===== src/rfmt_pkg.sv =====
// Shared types, constants and prefix table for the radix line formatter.
// No dependencies; every other file refers to it by scoped names.
package rfmt_pkg;

  typedef struct packed {
    logic [1:0]  kind;
    logic [31:0] value;
  } item_t;

  typedef struct packed {
    logic [7:0] out_byte;
    logic       last;
  } result_t;

  typedef enum logic [1:0] {
    FMT_LABEL = 2'd0,
    FMT_DEC   = 2'd1,
    FMT_HEX   = 2'd2,
    FMT_BIN   = 2'd3
  } fmt_t;

  typedef struct packed {
    fmt_t        fmt;
    logic [31:0] value;
    logic [7:0]  serial_char;
  } cmd_t;

  typedef enum logic [2:0] {
    ST_IDLE,
    ST_PREFIX,
    ST_CONVERT,
    ST_SKIP,
    ST_DIGITS,
    ST_CR,
    ST_LF
  } state_t;

  localparam logic [7:0] LINE_CR       = 8'h0d;
  localparam logic [7:0] LINE_LF       = 8'h0a;
  localparam logic [7:0] CHAR_ZERO     = 8'h30;
  localparam logic [7:0] CHAR_HEX_BASE = 8'h37;
  localparam logic [7:0] SERIAL_RESET  = 8'd1;
  localparam logic [3:0] LABEL_DIGIT_POS = 4'd3;
  localparam int         DEC_DIGITS    = 10;
  localparam int         HEX_DIGITS    = 8;
  localparam int         BIN_DIGITS    = 32;
  localparam int         VALUE_W       = 32;
  localparam int         WORK_W        = 4 * DEC_DIGITS;

  localparam logic [7:0] PREFIX_ROM [4][16] = '{
    '{8'hE7, 8'hAC, 8'hAC, 8'h30, 8'hE4, 8'hB8, 8'hAA, 8'hE6,
      8'h95, 8'hB0, 8'h00, 8'h00, 8'h00, 8'h00, 8'h00, 8'h00},
    '{8'hE5, 8'h8D, 8'h81, 8'hE8, 8'hBF, 8'h9B, 8'hE5, 8'h88,
      8'hB6, 8'h3A, 8'h00, 8'h00, 8'h00, 8'h00, 8'h00, 8'h00},
    '{8'hE5, 8'h8D, 8'h81, 8'hE5, 8'h85, 8'hAD, 8'hE8, 8'hBF,
      8'h9B, 8'hE5, 8'h88, 8'hB6, 8'h3A, 8'h00, 8'h00, 8'h00},
    '{8'hE4, 8'hBA, 8'h8C, 8'hE8, 8'hBF, 8'h9B, 8'hE5, 8'h88,
      8'hB6, 8'h3A, 8'h00, 8'h00, 8'h00, 8'h00, 8'h00, 8'h00}
  };

  function automatic logic [7:0] prefix_byte(fmt_t f, logic [3:0] idx);
    return PREFIX_ROM[f][idx];
  endfunction

  function automatic logic [3:0] prefix_last(fmt_t f);
    logic [3:0] r;
    case (f)
      FMT_HEX: r = 4'd12;
      default: r = 4'd9;
    endcase
    return r;
  endfunction

endpackage


===== src/rfmt_front.sv =====
// Front end: accepts items, classifies the kind and stamps the serial digit.
// Depends on rfmt_pkg; feeds rfmt_queue.
module rfmt_front (
  input  logic                clk,
  input  logic                rst,
  input  logic                push,
  output logic                full,
  input  rfmt_pkg::item_t     item,
  input  logic                q_full,
  output logic                wr_en,
  output rfmt_pkg::cmd_t      cmd
);

  logic [7:0] serial;
  logic [7:0] serial_next;
  rfmt_pkg::fmt_t fmt;

  assign full  = q_full;
  assign wr_en = push && !q_full;

  always_comb begin
    case (item.kind)
      rfmt_pkg::FMT_LABEL: fmt = rfmt_pkg::FMT_LABEL;
      rfmt_pkg::FMT_DEC:   fmt = rfmt_pkg::FMT_DEC;
      rfmt_pkg::FMT_HEX:   fmt = rfmt_pkg::FMT_HEX;
      default:             fmt = rfmt_pkg::FMT_BIN;
    endcase
    serial_next = serial;
    if (wr_en && fmt == rfmt_pkg::FMT_LABEL) begin
      serial_next = serial + 8'd1;
    end
  end

  assign cmd.fmt         = fmt;
  assign cmd.value       = item.value;
  assign cmd.serial_char = serial + rfmt_pkg::CHAR_ZERO;

  always_ff @(posedge clk) begin
    if (rst) begin
      serial <= rfmt_pkg::SERIAL_RESET;
    end else begin
      serial <= serial_next;
    end
  end

endmodule


===== src/rfmt_queue.sv =====
// Short command queue between the front end and the byte emitter.
// Depends on rfmt_pkg for the command type.
module rfmt_queue #(
  parameter int DEPTH = 2
) (
  input  logic             clk,
  input  logic             rst,
  input  logic             wr_en,
  input  rfmt_pkg::cmd_t   wr_data,
  output logic             full,
  input  logic             rd_en,
  output rfmt_pkg::cmd_t   rd_data,
  output logic             empty
);

  localparam int PTR_W = (DEPTH > 1) ? $clog2(DEPTH) : 1;
  localparam int CNT_W = $clog2(DEPTH + 1);

  rfmt_pkg::cmd_t mem [DEPTH];
  logic [PTR_W-1:0] wr_ptr;
  logic [PTR_W-1:0] rd_ptr;
  logic [CNT_W-1:0] count;

  assign full    = (count == CNT_W'(DEPTH));
  assign empty   = (count == '0);
  assign rd_data = mem[rd_ptr];

  always_ff @(posedge clk) begin
    if (wr_en) begin
      mem[wr_ptr] <= wr_data;
    end
  end

  always_ff @(posedge clk) begin
    if (rst) begin
      wr_ptr <= '0;
      rd_ptr <= '0;
      count  <= '0;
    end else begin
      if (wr_en) begin
        wr_ptr <= (wr_ptr == PTR_W'(DEPTH - 1)) ? '0 : wr_ptr + PTR_W'(1);
      end
      if (rd_en) begin
        rd_ptr <= (rd_ptr == PTR_W'(DEPTH - 1)) ? '0 : rd_ptr + PTR_W'(1);
      end
      case ({wr_en, rd_en})
        2'b10:   count <= count + CNT_W'(1);
        2'b01:   count <= count - CNT_W'(1);
        default: count <= count;
      endcase
    end
  end

`ifndef NO_ASSERTIONS
  a_count_bound: assert property (@(posedge clk) disable iff (rst)
    count <= CNT_W'(DEPTH)) else $error("queue count over depth");
  a_no_overrun: assert property (@(posedge clk) disable iff (rst)
    full |-> !wr_en) else $error("write into full queue");
  a_no_underrun: assert property (@(posedge clk) disable iff (rst)
    empty |-> !rd_en) else $error("read from empty queue");
`endif

endmodule


===== src/rfmt_back.sv =====
// Back end: expands one command into prefix, converted digits and CR LF bytes.
// Depends on rfmt_pkg; reads rfmt_queue and drives the result register.
module rfmt_back (
  input  logic                clk,
  input  logic                rst,
  input  logic                q_empty,
  output logic                q_pop,
  input  rfmt_pkg::cmd_t      cmd,
  output logic                empty,
  input  logic                pop,
  output rfmt_pkg::result_t   result
);

  localparam int WW = rfmt_pkg::WORK_W;
  localparam int VW = rfmt_pkg::VALUE_W;

  rfmt_pkg::state_t state, state_next;
  rfmt_pkg::fmt_t   fmt, fmt_next;
  logic [5:0]       cnt, cnt_next;
  logic [WW-1:0]    work, work_next;
  logic [VW-1:0]    bin, bin_next;
  logic [7:0]       serial_char, serial_char_next;
  rfmt_pkg::result_t out_reg, out_reg_next;
  logic             out_valid, out_valid_next;

  logic             emit_ok;
  logic             emit;
  logic [7:0]       emit_byte;
  logic             emit_last;
  logic [3:0]       dig;
  logic [7:0]       dig_char;
  logic [WW-1:0]    work_shift;
  logic [WW-1:0]    bcd_adj;

  assign emit_ok = !out_valid || pop;
  assign empty   = !out_valid;
  assign result  = out_reg;

  always_comb begin
    logic [3:0] d;
    dig = (fmt == rfmt_pkg::FMT_BIN) ? {3'b000, work[WW-1]} : work[WW-1 -: 4];
    dig_char = (dig < 4'd10) ? (rfmt_pkg::CHAR_ZERO + {4'h0, dig})
                             : (rfmt_pkg::CHAR_HEX_BASE + {4'h0, dig});
    work_shift = (fmt == rfmt_pkg::FMT_BIN) ? {work[WW-2:0], 1'b0}
                                            : {work[WW-5:0], 4'h0};
    for (int i = 0; i < rfmt_pkg::DEC_DIGITS; i++) begin
      d = work[i*4 +: 4];
      bcd_adj[i*4 +: 4] = (d >= 4'd5) ? d + 4'd3 : d;
    end
  end

  always_comb begin
    state_next       = state;
    fmt_next         = fmt;
    cnt_next         = cnt;
    work_next        = work;
    bin_next         = bin;
    serial_char_next = serial_char;
    q_pop            = 1'b0;
    emit             = 1'b0;
    emit_byte        = '0;
    emit_last        = 1'b0;
    case (state)
      rfmt_pkg::ST_IDLE: begin
        if (!q_empty) begin
          q_pop            = 1'b1;
          fmt_next         = cmd.fmt;
          serial_char_next = cmd.serial_char;
          bin_next         = cmd.value;
          work_next        = (cmd.fmt == rfmt_pkg::FMT_DEC) ? '0 : {cmd.value, 8'h00};
          cnt_next         = '0;
          state_next       = rfmt_pkg::ST_PREFIX;
        end
      end
      rfmt_pkg::ST_PREFIX: begin
        emit_byte = (fmt == rfmt_pkg::FMT_LABEL && cnt[3:0] == rfmt_pkg::LABEL_DIGIT_POS)
                    ? serial_char : rfmt_pkg::prefix_byte(fmt, cnt[3:0]);
        if (emit_ok) begin
          emit = 1'b1;
          if (cnt[3:0] == rfmt_pkg::prefix_last(fmt)) begin
            case (fmt)
              rfmt_pkg::FMT_LABEL: state_next = rfmt_pkg::ST_CR;
              rfmt_pkg::FMT_DEC: begin
                state_next = rfmt_pkg::ST_CONVERT;
                cnt_next   = '0;
              end
              rfmt_pkg::FMT_HEX: begin
                state_next = rfmt_pkg::ST_SKIP;
                cnt_next   = 6'(rfmt_pkg::HEX_DIGITS);
              end
              default: begin
                state_next = rfmt_pkg::ST_SKIP;
                cnt_next   = 6'(rfmt_pkg::BIN_DIGITS);
              end
            endcase
          end else begin
            cnt_next = cnt + 6'd1;
          end
        end
      end
      rfmt_pkg::ST_CONVERT: begin
        work_next = {bcd_adj[WW-2:0], bin[VW-1]};
        bin_next  = {bin[VW-2:0], 1'b0};
        if (cnt == 6'(VW - 1)) begin
          state_next = rfmt_pkg::ST_SKIP;
          cnt_next   = 6'(rfmt_pkg::DEC_DIGITS);
        end else begin
          cnt_next = cnt + 6'd1;
        end
      end
      rfmt_pkg::ST_SKIP: begin
        if (cnt > 6'd1 && dig == 4'h0) begin
          work_next = work_shift;
          cnt_next  = cnt - 6'd1;
        end else begin
          state_next = rfmt_pkg::ST_DIGITS;
        end
      end
      rfmt_pkg::ST_DIGITS: begin
        emit_byte = dig_char;
        if (emit_ok) begin
          emit      = 1'b1;
          work_next = work_shift;
          cnt_next  = cnt - 6'd1;
          if (cnt == 6'd1) begin
            state_next = rfmt_pkg::ST_CR;
          end
        end
      end
      rfmt_pkg::ST_CR: begin
        emit_byte = rfmt_pkg::LINE_CR;
        if (emit_ok) begin
          emit       = 1'b1;
          state_next = rfmt_pkg::ST_LF;
        end
      end
      rfmt_pkg::ST_LF: begin
        emit_byte = rfmt_pkg::LINE_LF;
        emit_last = 1'b1;
        if (emit_ok) begin
          emit       = 1'b1;
          state_next = rfmt_pkg::ST_IDLE;
        end
      end
      default: state_next = rfmt_pkg::ST_IDLE;
    endcase
  end

  always_comb begin
    out_reg_next   = out_reg;
    out_valid_next = out_valid;
    if (emit_ok) begin
      out_valid_next = emit;
      if (emit) begin
        out_reg_next.out_byte = emit_byte;
        out_reg_next.last     = emit_last;
      end
    end
  end

  always_ff @(posedge clk) begin
    if (rst) begin
      state     <= rfmt_pkg::ST_IDLE;
      out_valid <= 1'b0;
    end else begin
      state     <= state_next;
      out_valid <= out_valid_next;
    end
  end

  always_ff @(posedge clk) begin
    fmt         <= fmt_next;
    cnt         <= cnt_next;
    work        <= work_next;
    bin         <= bin_next;
    serial_char <= serial_char_next;
    out_reg     <= out_reg_next;
  end

`ifndef NO_ASSERTIONS
  a_last_is_lf: assert property (@(posedge clk) disable iff (rst)
    (out_valid && out_reg.last) |-> out_reg.out_byte == rfmt_pkg::LINE_LF)
    else $error("last flag on a byte other than line feed");
  a_convert_dec: assert property (@(posedge clk) disable iff (rst)
    state == rfmt_pkg::ST_CONVERT |-> fmt == rfmt_pkg::FMT_DEC)
    else $error("conversion run on a non-decimal line");
  a_digit_count: assert property (@(posedge clk) disable iff (rst)
    (state == rfmt_pkg::ST_SKIP || state == rfmt_pkg::ST_DIGITS)
    |-> (cnt != 6'd0 && cnt <= 6'(rfmt_pkg::BIN_DIGITS)))
    else $error("digit count out of range");
  a_pop_idle: assert property (@(posedge clk) disable iff (rst)
    q_pop |-> state == rfmt_pkg::ST_IDLE)
    else $error("command taken while a line is in progress");
`endif

endmodule


===== src/radix_ascii_line_formatter_unit.sv =====
// Top level of the radix line formatter: front end, command queue, byte emitter.
// Depends on rfmt_pkg, rfmt_front, rfmt_queue and rfmt_back.
//
// Each pushed item (kind, value) becomes one text line popped a byte at a time,
// ending in CR LF with last set on the LF. Kind 0 gives a label line with a
// serial digit that advances per label line; kinds 1..3 give a decimal,
// upper-case hex or binary number after a fixed prefix, leading zeros dropped.
// The emitter takes a command, then sends the prefix bytes one at a time through
// the single result register, which holds while it is full and not popped. On
// number lines a decimal value first passes a 32-step shift-and-add-3 conversion,
// then suppressed leading zeros are skipped before the digits, CR and LF follow.
// QUEUE_DEPTH items may wait ahead of the emitter, so pushes continue while a
// line is being sent.
module radix_ascii_line_formatter_unit #(
  parameter int QUEUE_DEPTH = 2
) (
  input  logic                clk,
  input  logic                rst,
  input  logic                push,
  output logic                full,
  input  rfmt_pkg::item_t     item,
  output logic                empty,
  input  logic                pop,
  output rfmt_pkg::result_t   result
);

  logic           q_full;
  logic           q_empty;
  logic           q_wr;
  logic           q_rd;
  rfmt_pkg::cmd_t q_wr_data;
  rfmt_pkg::cmd_t q_rd_data;

  rfmt_front u_front (
    .clk    (clk),
    .rst    (rst),
    .push   (push),
    .full   (full),
    .item   (item),
    .q_full (q_full),
    .wr_en  (q_wr),
    .cmd    (q_wr_data)
  );

  rfmt_queue #(
    .DEPTH (QUEUE_DEPTH)
  ) u_queue (
    .clk     (clk),
    .rst     (rst),
    .wr_en   (q_wr),
    .wr_data (q_wr_data),
    .full    (q_full),
    .rd_en   (q_rd),
    .rd_data (q_rd_data),
    .empty   (q_empty)
  );

  rfmt_back u_back (
    .clk     (clk),
    .rst     (rst),
    .q_empty (q_empty),
    .q_pop   (q_rd),
    .cmd     (q_rd_data),
    .empty   (empty),
    .pop     (pop),
    .result  (result)
  );

endmodule

===== config.mk =====
export PLATFORM = sky130hd
export DESIGN_NAME = radix_ascii_line_formatter_unit
export DESIGN_NICKNAME = d
export VERILOG_FILES = /design/src/rfmt_pkg.sv /design/src/rfmt_front.sv /design/src/rfmt_queue.sv /design/src/rfmt_back.sv /design/src/radix_ascii_line_formatter_unit.sv
export SDC_FILE = /design/constraint.sdc
export NUM_CORES = 1
export LEC_CHECK = 0
export ABC_AREA = 1
export BUFFER_PORTS_ARGS = -buffer_cell sky130_fd_sc_hd__buf_2
export CAP_MARGIN = 20
export CORE_MARGIN = 2
export CORE_UTILIZATION = 55
export DETAILED_ROUTE_END_ITERATION = 6
export MAX_ROUTING_LAYER = met4
export PLACE_DENSITY = 0.72
export SETUP_SLACK_MARGIN = 0.1
export SYNTH_ARGS = -nofsm -noshare
export SYNTH_HDL_FRONTEND = slang
export SYNTH_HIERARCHICAL = 1
export SYNTH_SLANG_ARGS = --single-unit

===== constraint.sdc =====
create_clock -name clk -period 6.3 [get_ports clk]
set_input_delay 0 -clock clk [delete_from_list [all_inputs] [get_ports clk]]
set_output_delay 0 -clock clk [all_outputs]
set_load 0.03 [all_outputs]

* After elaboration in Yosys (flattened, before gate mapping) *
Memories as Yosys holds them, arrays and structs flattened. A register that Yosys moved wholly into a read port is not among the register bits.
Index checks and enable logic that the tools add are counted.

cells by class
  multiply operators = 0
  shift-type cells = 0
  multiplexer cells = 63
  $lt $le $gt $ge = 14
  eq/ne operators = 30
  bitwise operators = 3
  reductions and logical operators = 24
  add/sub/neg operators = 20
  divide/modulo/power cells = 0

operators by type and width
  cell                                                               number
  binary-select mux 128 bit (select 2 bit)                           1
  2-to-1 mux 128 bit                                                 2
  2-to-1 mux 40 bit                                                  5
  one-hot mux 40 bit (4 select lines)                                1
  one-hot mux 32 bit (2 select lines)                                1
  2-to-1 mux 4 bit                                                   12
  greater-or-equal comparator 4 x 3 -> 1 bit, second input constant  10
  adder 4 x 2 -> 4 bit, second input constant                        9
  2-to-1 mux 6 bit                                                   6
  2-to-1 mux 3 bit                                                   11
  binary-select mux 8 bit (select 4 bit)                             1
  2-to-1 mux 32 bit                                                  1
  2-to-1 mux 8 bit                                                   4
  one-hot mux 8 bit (4 select lines)                                 1
  one-hot mux 6 bit (5 select lines)                                 1
  one-hot mux 3 bit (7 select lines)                                 1
  one-hot mux 6 bit (3 select lines)                                 1
  != test 2 x 1 -> 1 bit, second input constant                      8
  adder 6 x 4 -> 7 bit, first input constant                         2
  2-to-1 mux 1 bit                                                   11
  == test 2 bit, second input constant                               5
  == test 3 bit, second input constant                               3
  AND reduction 9 bit                                                1
  adder 8 x 1 -> 8 bit, second input constant                        1
  other kinds (39)                                                   55

storage, ports and cells
  memory bits (writable) = 84
  output and inout port bits = 11
  latch bits = 0
  memories = 1
  register bits after elaboration = 113
  memory bits (read-only) = 0

memories
  memory       words  bits a word  read ports  clocked after memory_dff  wr ports  line              RTL
  u_queue.mem  2      42           1           1                         1         rfmt_queue.sv:19  rfmt_pkg::cmd_t mem [DEPTH];

* Depth between registers and ports, before layout *
  depth after elaboration = 9
  depth in mapped cells = 14

* Modules after synthesis *
Netlist, hierarchy kept.

by module, submodules not included
  module      instances  area an instance (um2)  cells each
  rfmt_back   1          6906.6                  868
  rfmt_queue  1          3462.1                  164
  rfmt_front  1          797.0                   114

* Worst setup path after synthesis *
OpenSTA, ideal clock, no wires.

  kind = register to register
  start = reg u_back.fmt[0]
  end = reg u_back.work[0] (enable)
  cell stages (with the launch flop) = 8
  period minus slack after synthesis = 3619 ps
  arrival = 3181 ps
  setup time = 437 ps
  path buffers = 0
  slack = 2681 ps
  cell sequence = edfxtp_1 ha_1 o21ai_0 ha_1 nand2_1 nor2_1 a21oi_1 nor2_1

on the way
  longest elaborated chain between the ends = 6

ends and longest elaborated chain
  element                           line              RTL
  start, declared                   rfmt_back.sv:18   rfmt_pkg::fmt_t fmt, fmt_next;
  start signal, assigned            rfmt_back.sv:172  fmt <= fmt_next;
  == test 2 bit                     rfmt_back.sv:41   dig = (fmt == rfmt_pkg::FMT_BIN) ? {3'b000, work[WW-1]} : work[WW-1 -: 4];
  2-to-1 mux 4 bit                  rfmt_back.sv:41
  logical NOT 4 bit                 rfmt_back.sv:112  if (cnt > 6'd1 && dig == 4'h0) begin
  logical AND 1 bit                 rfmt_back.sv:112
  != test 2 x 1 -> 1 bit (no line)  -
  AND reduction 4 bit (no line)     -
  end signal, assigned              rfmt_back.sv:174  work <= work_next;
  end, declared                     rfmt_back.sv:20   logic [WW-1:0] work, work_next;

Every way passes these cells.
A chain may end at the register's enable or synchronous reset.

* Worst setup path after layout *
  start = reg u_back.fmt[0]
  end = reg u_back.work[36] (enable)

Same word-level chain as after synthesis.

==> results_dict.tcl <==
set metrics [dict create \
    outcome "finished clean" \
    ys.flop_type "edfxtp_1" \
    clockRootBuffer "clkbuf_16" \
    met1Wirelength_mm 10.35 \
    synth_cell_type_count 44 \
    antenna_cells 0 \
    cts_buffers 17 \
    finClkSkew_ps 14.29 \
    cp-start-kind "register" \
    grt_start_max_net_pins 55 \
    power.net_switching_mw 2.590 \
    hold_viol 0 \
    worstSetupEndpointType "register" \
    wl_met3_mm 1.401 \
    rsz0062_at_grt "false" \
    path_clk_slew_ps 70 \
    grt_pass1_wl_mm 37.52 \
    pre_cts_slack_ps 2371 \
    antenna_left 0 \
    areaGrowthSynthToFinish_pct 8.931 \
    met2_length_mm 10.90 \
    netlist_area_mm2 0.01117 \
    worst-r2r-cell-count 9 \
    antenna_found_initial 0 \
    start_util 0.5554 \
    p_seq_frac 0.398 \
    routedWlPerCell_um 15.83 \
    slowest_stage "ha_1" \
    hold_depth 5 \
    worst-path-stages 9 \
    worst_slack_ps 2344 \
    required_ps 6370 \
    cts_tree "built" \
    io_pins 49 \
    p_int_mw 3.514 \
    max_stage_delay_ps 820 \
    synthArstFlopShare 0 \
    crit_chain "ha_1 > clkinv_1 > nand2_1 > ha_1 > nand2_1 > nor2_1 > a21oi_1 > nor2_4 > buf_4" \
    worst_pin_slew_ps 926.1 \
    firstDrtPassIters 6 \
    crit_path_max_fanout 40 \
    fin_crit_ps 3956 \
    fin_tns_setup_ps 0 \
    critPathBufInv 2 \
    ys_ff_latch 198 \
    num_vias 7938 \
    cts_buffer_depth 2 \
    dr.max_layer_used "met4" \
    clk_latency_ps 440 \
    yosysWarnings 6 \
    gp_congestion 0.9700 \
    clkPwrFrac 0.175 \
    cts.sinks 198 \
    drtIter0Drc 554 \
    arrival_ps 4030 \
    synth-edff-count 181 \
    die_h_um 146.5 \
    ys_seq_area_frac 0.5173 \
    syn_avg_cell_area_um2 9.743 \
    grt_pass1_vias 7479 \
    slew_violations 0 \
    grt_usage 0.2277 \
    switching_share 0.4243 \
    post-dp-hpwl_mm 15.04 \
    dieArea_mm2 0.02146 \
    crit_type "register to register" \
    power.leakage_nw 5.081 \
    maxCapViolations 0 \
    h-tree-depth 4 \
    slew_headroom 0.3826 \
    die_w_um 146.5 \
    syn_inst 1146 \
    fin_util 0.6050 \
    grt_overflow 0 \
    drive_gt1_frac 0.1477 \
    p_comb_frac 0.427 \
    drt-total-wl_mm 23.15 \
    setup_viol_count_final 0 \
    port_buffers 48 \
    syn_nets 1226 \
    final_net_count 1259 \
    post_cts_buffers 0 \
    power_per_cell_area_mw_per_mm2 501.9 \
    hold_path.class "primary input to register" \
    num_rows 52 \
    fin_crit_sh 0.6279 \
    crit_family "buffers and inverters" \
    avgViaCountPerCell 5.430 \
    remaining_drc_errors 0 \
    fmax_mhz 252.8 \
    max-vdd-ir-drop_uv 259.6 \
    coreArea_mm2 0.02010 \
]
[routing by layer]
metal  vias to the layer above  track usage
met2                       264       0.3493
met5                         -            -
met3                        38      0.04063
met1                      3693       0.3088
li1                       3943            -
met4                         0      0.07816
[kinds of logic (layout without fill, tap and decap cells)]
kind of cell,count (synthesis),in the layout,synth area share
buffers and inverters,199,245,0.09547
DFF,198,198,0.5173
adders and majority gates,42,42,0.04706
and+or+nand+nor,455,455,0.1714
xor gates and xnor gates,9,9,0.007059
muxes,43,43,0.05670
AOI/OAI and AO/OA,200,200,0.1050
[cells in the final DEF, fill, tap and decap left out, types with 6 or more instances in the layout]
cell	n
edfxtp_1	181
o21ai_1	14
inv_8	6
a21oi_2	12
ha_1	42
dfxtp_1	16
a21oi_1	45
mux2_4	40
clkbuf_16	17
o211ai_1	26
nor2_1	64
nand3_1	81
dlygate4sd3_1	36
nand4_1	9
buf_4	10
nand2_1	273
inv_1	111
buf_2	48
o21ai_0	85
[path summary, 6_finish.rpt]
check	start	to	slack, ps
worst min register to register	u_back/bin[14]	u_back/bin[15]	520
worst max register to register	u_back/fmt[0]	u_back/work[36]	2340
worst min-delay path	push	u_front/serial[2]	20
worst max-delay path	u_back/fmt[0]	u_back/work[36]	2340
[area by class of cell]
cell class / count / area, um2
inverters: 119 / 451.7
multi-input cells: 749 / 4344
well taps: 270 / 337.8
clock inverters: 15 / 151.4
fillers: 1635 / 7941
flip-flops and latches: 198 / 5777
repair buffers: 94 / 675.6
clock buffers: 17 / 425.4
[per-stage QoR]
step | hold slack, ps | power [mW] | cells | area, um2
CTS | 7.039 | 6.099 | 1462 | 12160
floorplan | 69.07 | 4.453 | 1146 | 11170
global route | 24.66 | 6.542 | 1462 | 12160
detailed placement | 191.8 | 5.011 | 1394 | 11230
finish | 17.12 | 6.104 | 1462 | 12160
global placement | 187.0 | 4.948 | 1394 | 11230
[worst register-to-register path: stages, from the launching register on]
cell,delay [ps]
edfxtp_1,510
ha_1,820
clkinv_1,810
nand2_1,330
ha_1,180
nand2_1,50
nor2_1,150
a21oi_1,150
nor2_4,120
buf_4,460
[cell usage after synthesis, types with 2 or more instances]
library cell	instances	area, um2
a21oi_1	45	225.2
a21oi_2	12	105.1
a31oi_1	3	18.77
buf_12	4	80.08
buf_2	16	80.08
buf_4	39	292.8
buf_6	11	123.9
clkbuf_1	9	33.78
dfxtp_1	17	340.3
edfxtp_1	181	5435
ha_1	42	525.5
inv_1	111	416.7
inv_2	5	18.77
inv_4	2	12.51
mux2_2	2	22.52
mux2_4	40	600.6
nand2_1	273	1025
nand2_2	5	31.28
nand3_1	81	405.4
nand4_1	9	56.30
nor2_1	66	247.7
nor2_2	5	31.28
nor2_4	3	33.78
nor3_1	6	30.03
o2111ai_1	3	26.28
o211ai_1	26	195.2
o21a_1	2	15.01
o21ai_0	85	425.4
o21ai_1	14	70.07
o22ai_1	5	31.28
or2_2	4	25.02
xnor2_1	4	35.03
xor2_1	5	43.79
[flip-flops by register name, summed over array words and instances, names as in the netlist, named ones only]
name                cells
u_queue/mem            84
u_back/work            40
u_back/bin             32
u_back/result           9
u_back/serial_char      8
u_front/serial          8
u_back/cnt              6
u_back/state            3
u_back/fmt              2
u_queue/count           2
u_back/out_valid        1
u_queue/rd_ptr          1
u_queue/wr_ptr          1
[repair_timing]
item | in CTS | in global routing
hold buffers | 36 | 0
resized for setup | 0 | 0
endpoints found under the hold margin | 77 | 0
[power groups by stage]
stage	registers (mW)	clock network [mW]	logic [mW]
after CTS	2.42	1.08	2.60
after detailed placement	2.45	0	2.56
after global placement	2.44	0	2.51
final	2.43	1.07	2.61
after floorplan	2.39	0	2.06
after global routing	2.49	1.13	2.93
Note: power is estimated with default switching activity, not from simulation.
